<file path="src/cbft_pkg.sv">
// ----------------------------------------------------------------------------
// cbft_pkg
// widths and constants shared by the foot trajectory sampler and its
// per-coordinate datapath
// ----------------------------------------------------------------------------
package cbft_pkg;

  localparam int MAX_SAMPLES     = 64;
  localparam int COORD_FRAC_BITS = 6;   // q10.6 millimetres, scale free datapath

  localparam int COORD_W = 16;
  localparam int LEG_W   = 3;
  localparam int CNT_W   = $clog2(MAX_SAMPLES);
  localparam int SQ_W    = 2 * CNT_W;
  localparam int CUBE_W  = 3 * CNT_W;
  localparam int T3_W    = CNT_W + 2;
  localparam int DIFF_W  = COORD_W + 1;
  localparam int MAG_W   = COORD_W + CUBE_W;
  localparam int NUM_W   = MAG_W + 2;
  localparam int QUO_W   = COORD_W;

  // registers from coordinate datapath input to its registered output
  localparam int COORD_LAT = QUO_W + 4;

  localparam int S_TDATA_W = ((LEG_W + 6 * COORD_W + 7) / 8) * 8;
  localparam int M_TDATA_W = ((LEG_W + CNT_W + 3 * COORD_W + 7) / 8) * 8;

  localparam int STEP_COUNT_RST = 20;
  localparam int NSQ_RST        = STEP_COUNT_RST * STEP_COUNT_RST;
  localparam int NCUBE_RST      = NSQ_RST * STEP_COUNT_RST;

  localparam int  APB_ADDR_W        = 3;
  localparam int  APB_DATA_W        = 32;
  localparam logic REG_IDX_STEP_COUNT = 1'b0;

  localparam logic [COORD_W-1:0] COORD_MAX = {1'b0, {(COORD_W - 1){1'b1}}};

endpackage

</file>
<file path="src/cbft_coord.sv">
// ----------------------------------------------------------------------------
// cbft_coord
// one coordinate of a curve sample: base*cube + weight*diff, rounded
// division by cube through a one-bit-per-stage restoring divider, saturate
// ----------------------------------------------------------------------------
module cbft_coord (
  input  logic                                 clk_i,
  input  logic                                 en_i,
  input  logic        [cbft_pkg::CUBE_W-1:0]   weight_i,
  input  logic        [cbft_pkg::CUBE_W-1:0]   cube_i,
  input  logic signed [cbft_pkg::COORD_W-1:0]  base_i,
  input  logic signed [cbft_pkg::DIFF_W-1:0]   diff_i,
  output logic signed [cbft_pkg::COORD_W-1:0]  pos_o
);

  logic signed [cbft_pkg::CUBE_W:0]    wt_s;
  logic signed [cbft_pkg::CUBE_W:0]    cube_s;
  logic signed [cbft_pkg::NUM_W-1:0]   prod_q;
  logic signed [cbft_pkg::NUM_W-1:0]   bc_q;
  logic signed [cbft_pkg::NUM_W-1:0]   num_q;
  logic        [cbft_pkg::NUM_W-1:0]   half;
  logic        [cbft_pkg::NUM_W-1:0]   mag_full;
  logic        [cbft_pkg::MAG_W-1:0]   mag_q;
  logic                                sgn_q;

  logic [cbft_pkg::MAG_W-1:0] rem_in [cbft_pkg::QUO_W];
  logic [cbft_pkg::QUO_W-1:0] quo_in [cbft_pkg::QUO_W];
  logic                       neg_in [cbft_pkg::QUO_W];
  logic [cbft_pkg::MAG_W-1:0] dsr    [cbft_pkg::QUO_W];
  logic [cbft_pkg::MAG_W-1:0] rem_d  [cbft_pkg::QUO_W];
  logic [cbft_pkg::QUO_W-1:0] quo_d  [cbft_pkg::QUO_W];
  logic [cbft_pkg::MAG_W-1:0] rem_q  [cbft_pkg::QUO_W];
  logic [cbft_pkg::QUO_W-1:0] quo_q  [cbft_pkg::QUO_W];
  logic                       neg_q  [cbft_pkg::QUO_W];

  logic [cbft_pkg::QUO_W-1:0]          quo_fin;
  logic signed [cbft_pkg::COORD_W-1:0] pos_d;
  logic signed [cbft_pkg::COORD_W-1:0] pos_q;

  assign wt_s   = signed'({1'b0, weight_i});
  assign cube_s = signed'({1'b0, cube_i});

  // rounding to nearest, ties away from zero: divide |num| + floor(cube/2)
  assign half     = cbft_pkg::NUM_W'(cube_i >> 1);
  assign mag_full = num_q[cbft_pkg::NUM_W-1] ? (half - $unsigned(num_q))
                                             : ($unsigned(num_q) + half);

  always_comb begin
    rem_in[0] = mag_q;
    quo_in[0] = '0;
    neg_in[0] = sgn_q;
    for (int k = 1; k < cbft_pkg::QUO_W; k++) begin
      rem_in[k] = rem_q[k-1];
      quo_in[k] = quo_q[k-1];
      neg_in[k] = neg_q[k-1];
    end
    for (int k = 0; k < cbft_pkg::QUO_W; k++) begin
      dsr[k]   = cbft_pkg::MAG_W'(cube_i) << (cbft_pkg::QUO_W - 1 - k);
      rem_d[k] = rem_in[k];
      quo_d[k] = quo_in[k];
      if (rem_in[k] >= dsr[k]) begin
        rem_d[k] = rem_in[k] - dsr[k];
        quo_d[k][cbft_pkg::QUO_W-1-k] = 1'b1;
      end
    end
  end

  // quotient is at most 2^15, only the positive side can overflow
  assign quo_fin = quo_q[cbft_pkg::QUO_W-1];
  always_comb begin
    if (neg_q[cbft_pkg::QUO_W-1]) begin
      pos_d = signed'(cbft_pkg::COORD_W'(0) - quo_fin);
    end else if (quo_fin[cbft_pkg::QUO_W-1]) begin
      pos_d = signed'(cbft_pkg::COORD_MAX);
    end else begin
      pos_d = signed'(quo_fin);
    end
  end

  always_ff @(posedge clk_i) begin
    if (en_i) begin
      prod_q <= wt_s * diff_i;
      bc_q   <= cube_s * base_i;
      num_q  <= prod_q + bc_q;
      mag_q  <= mag_full[cbft_pkg::MAG_W-1:0];
      sgn_q  <= num_q[cbft_pkg::NUM_W-1];
      for (int k = 0; k < cbft_pkg::QUO_W; k++) begin
        rem_q[k] <= rem_d[k];
        quo_q[k] <= quo_d[k];
        neg_q[k] <= neg_in[k];
      end
      pos_q <= pos_d;
    end
  end

  assign pos_o = pos_q;

endmodule

</file>
<file path="config.mk">
export PLATFORM = sky130hd
export DESIGN_NAME = cbft_coord
export DESIGN_NICKNAME = d
export VERILOG_FILES = /design/src/cbft_pkg.sv /design/src/cbft_coord.sv
export SDC_FILE = /design/constraint.sdc
export NUM_CORES = 2
export LEC_CHECK = 0
export ABC_AREA = 1
export BUFFER_PORTS_ARGS = -buffer_cell sky130_fd_sc_hd__buf_2
export CORE_MARGIN = 8
export CORE_UTILIZATION = 59
export CTS_CLUSTER_DIAMETER = 40
export DETAILED_ROUTE_END_ITERATION = 10
export HOLD_SLACK_MARGIN = 0.03
export PLACE_DENSITY_LB_ADDON = 0.15
export SYNTH_ARGS = -nofsm -noshare
export SYNTH_HDL_FRONTEND = slang
export SYNTH_SLANG_ARGS = --single-unit
</file>
<file path="constraint.sdc">
create_clock -name clk_i -period 7.17 [get_ports clk_i]
set_clock_uncertainty 0.1 [all_clocks]
set_input_delay 2.151 -clock clk_i [delete_from_list [all_inputs] [get_ports clk_i]]
set_output_delay 2.151 -clock clk_i [all_outputs]
set_load 0.05 [all_outputs]
</file>
==> flow_metrics.env <==
export IMPL_status="complete, no violations"
export IMPL_gp_congestion=0.9649
export IMPL_critical_path_class="input pin to register"
export IMPL_initial_core_util_pct=59.40
export IMPL_grt_use_total_pct=30.48
export IMPL_grt_max_degree=165
export IMPL_hpwl_um=167100
export IMPL_synth_edff_count=819
export IMPL_dominantRegCellSynth="edfxtp_1"
export IMPL_avgSynthCellArea_um2=8.430
export IMPL_setup_viol=0
export IMPL_path_clk_slew_ns=0.06
export IMPL_rows=129
export IMPL_placedCellCount=10630
export IMPL_cts_inserted_buffers=121
export IMPL_post_route_period_util_pct=97.65
export IMPL_netlist_top_cell_by_area="edfxtp_1"
export IMPL_post_drt_wl_per_cell_um=19.29
export IMPL_nets=10270
export IMPL_start_kind="input pin"
export IMPL_yosysTopAreaCellShare_pct=33.49
export IMPL_relSlewSlack_pct=35.73
export IMPL_cts_sinks=819
export IMPL_wl_um=209800
export IMPL_synth_sequential_area_ratio_pct=33.49
export IMPL_hold_viol_final=0
export IMPL_synth_area_mm2=0.07344
export IMPL_grt_pass1_vias=59500
export IMPL_rsz0062_at_grt="false"
export IMPL_syn_to_final_growth_pct=12.75
export IMPL_crit_required_ns=7.49
export IMPL_drive_gt1_share_pct=10.54
export IMPL_hold_class="register to register"
export IMPL_postCtsHoldBufs=0
export IMPL_cts_tree="yes"
export IMPL_tightestPinTransition_ns=0.9640
export IMPL_final_cells=10870
export IMPL_finalInstanceArea_mm2=0.08280
export IMPL_grt_first_pass_wirelength_um=328400
export IMPL_overflow=0
export IMPL_cts_path_max_buffers=3
export IMPL_fin_crit_ns=7.002
export IMPL_slew_viol_final=0
export IMPL_ys_types=70
export IMPL_first_pass_iters=8
export IMPL_syn_nets=9858
export IMPL_maxCapViolCount=0
export IMPL_syn_inst=8711
export IMPL_fp_dieH_um=368.8
export IMPL_crit_path_max_fanout=6
export IMPL_clk_latency_ns=0.76
export IMPL_endpoint_kind="register"
export IMPL_synth_top_cells_by_area="edfxtp_1, fa_1, ha_1, nand2_1, inv_1"
export IMPL_drc=0
export IMPL_drt_iter0_markers=5468
export IMPL_drtAntennaViolNets=0
export IMPL_dpl_cell_area_mm2=0.07852
export IMPL_vias=60840
export IMPL_fp_dieW_um=368.8
export IMPL_yosys_warnings=0
export IMPL_cts_root_buffer="clkbuf_16"
export IMPL_die_area_mm2=0.1360
export IMPL_ioPinCount=87
export IMPL_ctsHtreeMaxLevel=3
export IMPL_fmax_mhz=142.8
export IMPL_ys_ff_latch=819
export IMPL_io_buffers=86
export IMPL_antenna_found_initial=10
export IMPL_vias_per_cell=5.596
export IMPL_async_flop_share_pct=0
export IMPL_cp_arrival_ns=7.32
export IMPL_core_mm2=0.1236
-- critical path: stages --
cell and delay (ns):
clkbuf_4 0.16, clkinvlp_4 0.20, or2_4 0.28, fa_1 0.46, fa_1 0.55, inv_1 0.05, fa_1 0.50, fa_1 0.44
fa_1 0.50, inv_1 0.06, fa_1 0.53, inv_1 0.06, ha_4 0.28, nand2_2 0.06, buf_4 0.13, nor2_2 0.17
nand2_1 0.07, o21ai_1 0.23, nand3_1 0.18, o21ai_1 0.18, xor2_1 0.08
-- flip-flops by register name (all words and copies together) (netlist names) --
signal  count
rem_q     510
quo_q     136
prod_q     36
bc_q       35
num_q      35
mag_q      34
neg_q      16
pos_o      16
sgn_q       1
-- final timing paths --
kind,slack (ns),start,end,cells past startpoint
worst min-delay path,0.25,quo_q[1][88],quo_q[1][104],0
worst max-delay path,0.17,diff_i[16],prod_q[33],21
worst max register to register,3.13,num_q[35],mag_q[25],15
worst min register to register,0.25,quo_q[1][88],quo_q[1][104],0
-- area by class of cell --
type,count,area (µm²)
Fill cell,10310,40840
Multi-Input combinational cell,6182,42640
Clock buffer,129,3058
Inverter,1511,5689
Timing Repair inverter,1,7.507
Sequential cell,819,24590
Clock inverter,102,1031
Timing Repair Buffer,482,3709
Antenna cell,9,22.52
Tap cell,1637,2048
-- per-layer routing --
| layer | wire (µm) | GRT usage (%) | vias to the layer above |
|---|---|---|---|
| met5 | 0 | 0 | - |
| li1 | - | - | 29160 |
| met3 | 14590 | 4.020 | 451 |
| met4 | 10160 | 13.39 | 0 |
| met2 | 95190 | 48.76 | 2278 |
| met1 | 89830 | 41.64 | 28950 |
-- synthesized netlist by cell type (72+ instances only) --
master	n
xor2_1	221
nand4_1	72
nand3_1	288
fa_1	478
edfxtp_1	819
ha_1	598
nor3_1	100
clkbuf_1	133
xnor2_1	183
o21ai_0	448
a21oi_1	510
nand2_1	1992
inv_1	1498
nor2_1	707
-- layout by cell type, fill, tap and decap left out, types with 42 or more instances in the layout --
| cell | n |
|---|---|
| edfxtp_1 | 819 |
| xnor2_1 | 183 |
| buf_2 | 77 |
| or2_2 | 57 |
| nand4_1 | 72 |
| a31oi_1 | 42 |
| nor2_1 | 697 |
| o21ai_1 | 60 |
| nand2_1 | 1979 |
| inv_1 | 1490 |
| buf_4 | 374 |
| nor3_1 | 99 |
| o21ai_0 | 435 |
| clkbuf_16 | 121 |
| a21o_1 | 50 |
| nand3_1 | 288 |
| a21oi_1 | 494 |
| fa_1 | 474 |
| nor4_1 | 61 |
| ha_1 | 577 |
| xor2_1 | 221 |
-- cell families after synthesis --
| kind of cell | after synthesis | share of synthesized area (%) |
|---|---|---|
| AO/OA/AOI/OAI | 1290 | 9.887 |
| XOR/XNOR | 405 | 4.841 |
| adder cells (fa/ha/maj) | 1076 | 23.22 |
| buffers and inverters | 1710 | 9.088 |
| flip-flops | 819 | 33.49 |
| multiplexers | 1 | 0.01363 |
| AND/OR/NAND/NOR | 3410 | 19.46 |
-- per-stage QoR --
stage / setup slack [ns] / hold slack [ns] / setup TNS (ns) / util [%]
detailed placement: -0.6125 / 0.3045 / -19.12 / 63.51
global placement: -0.5687 / 0.3004 / -16.08 / 63.51
floorplan: -0.03506 / 0.3003 / -0.07470 / -
finish: 0.1684 / 0.2520 / 0 / 66.97
CTS: 0.1026 / 0.2386 / 0 / 66.82
global route: 0.009014 / 0.2685 / 0 / 66.96
-- timing repair --
item                                    CTS  global route
setup buffers                             0             3
endpoints found under the hold margin     0             0
endpoints found under the setup margin    0            23
gates resized for setup                   0            36
Power is not shown: default switching activity piles up to over one toggle a cycle in this logic, so the estimate is an artifact.
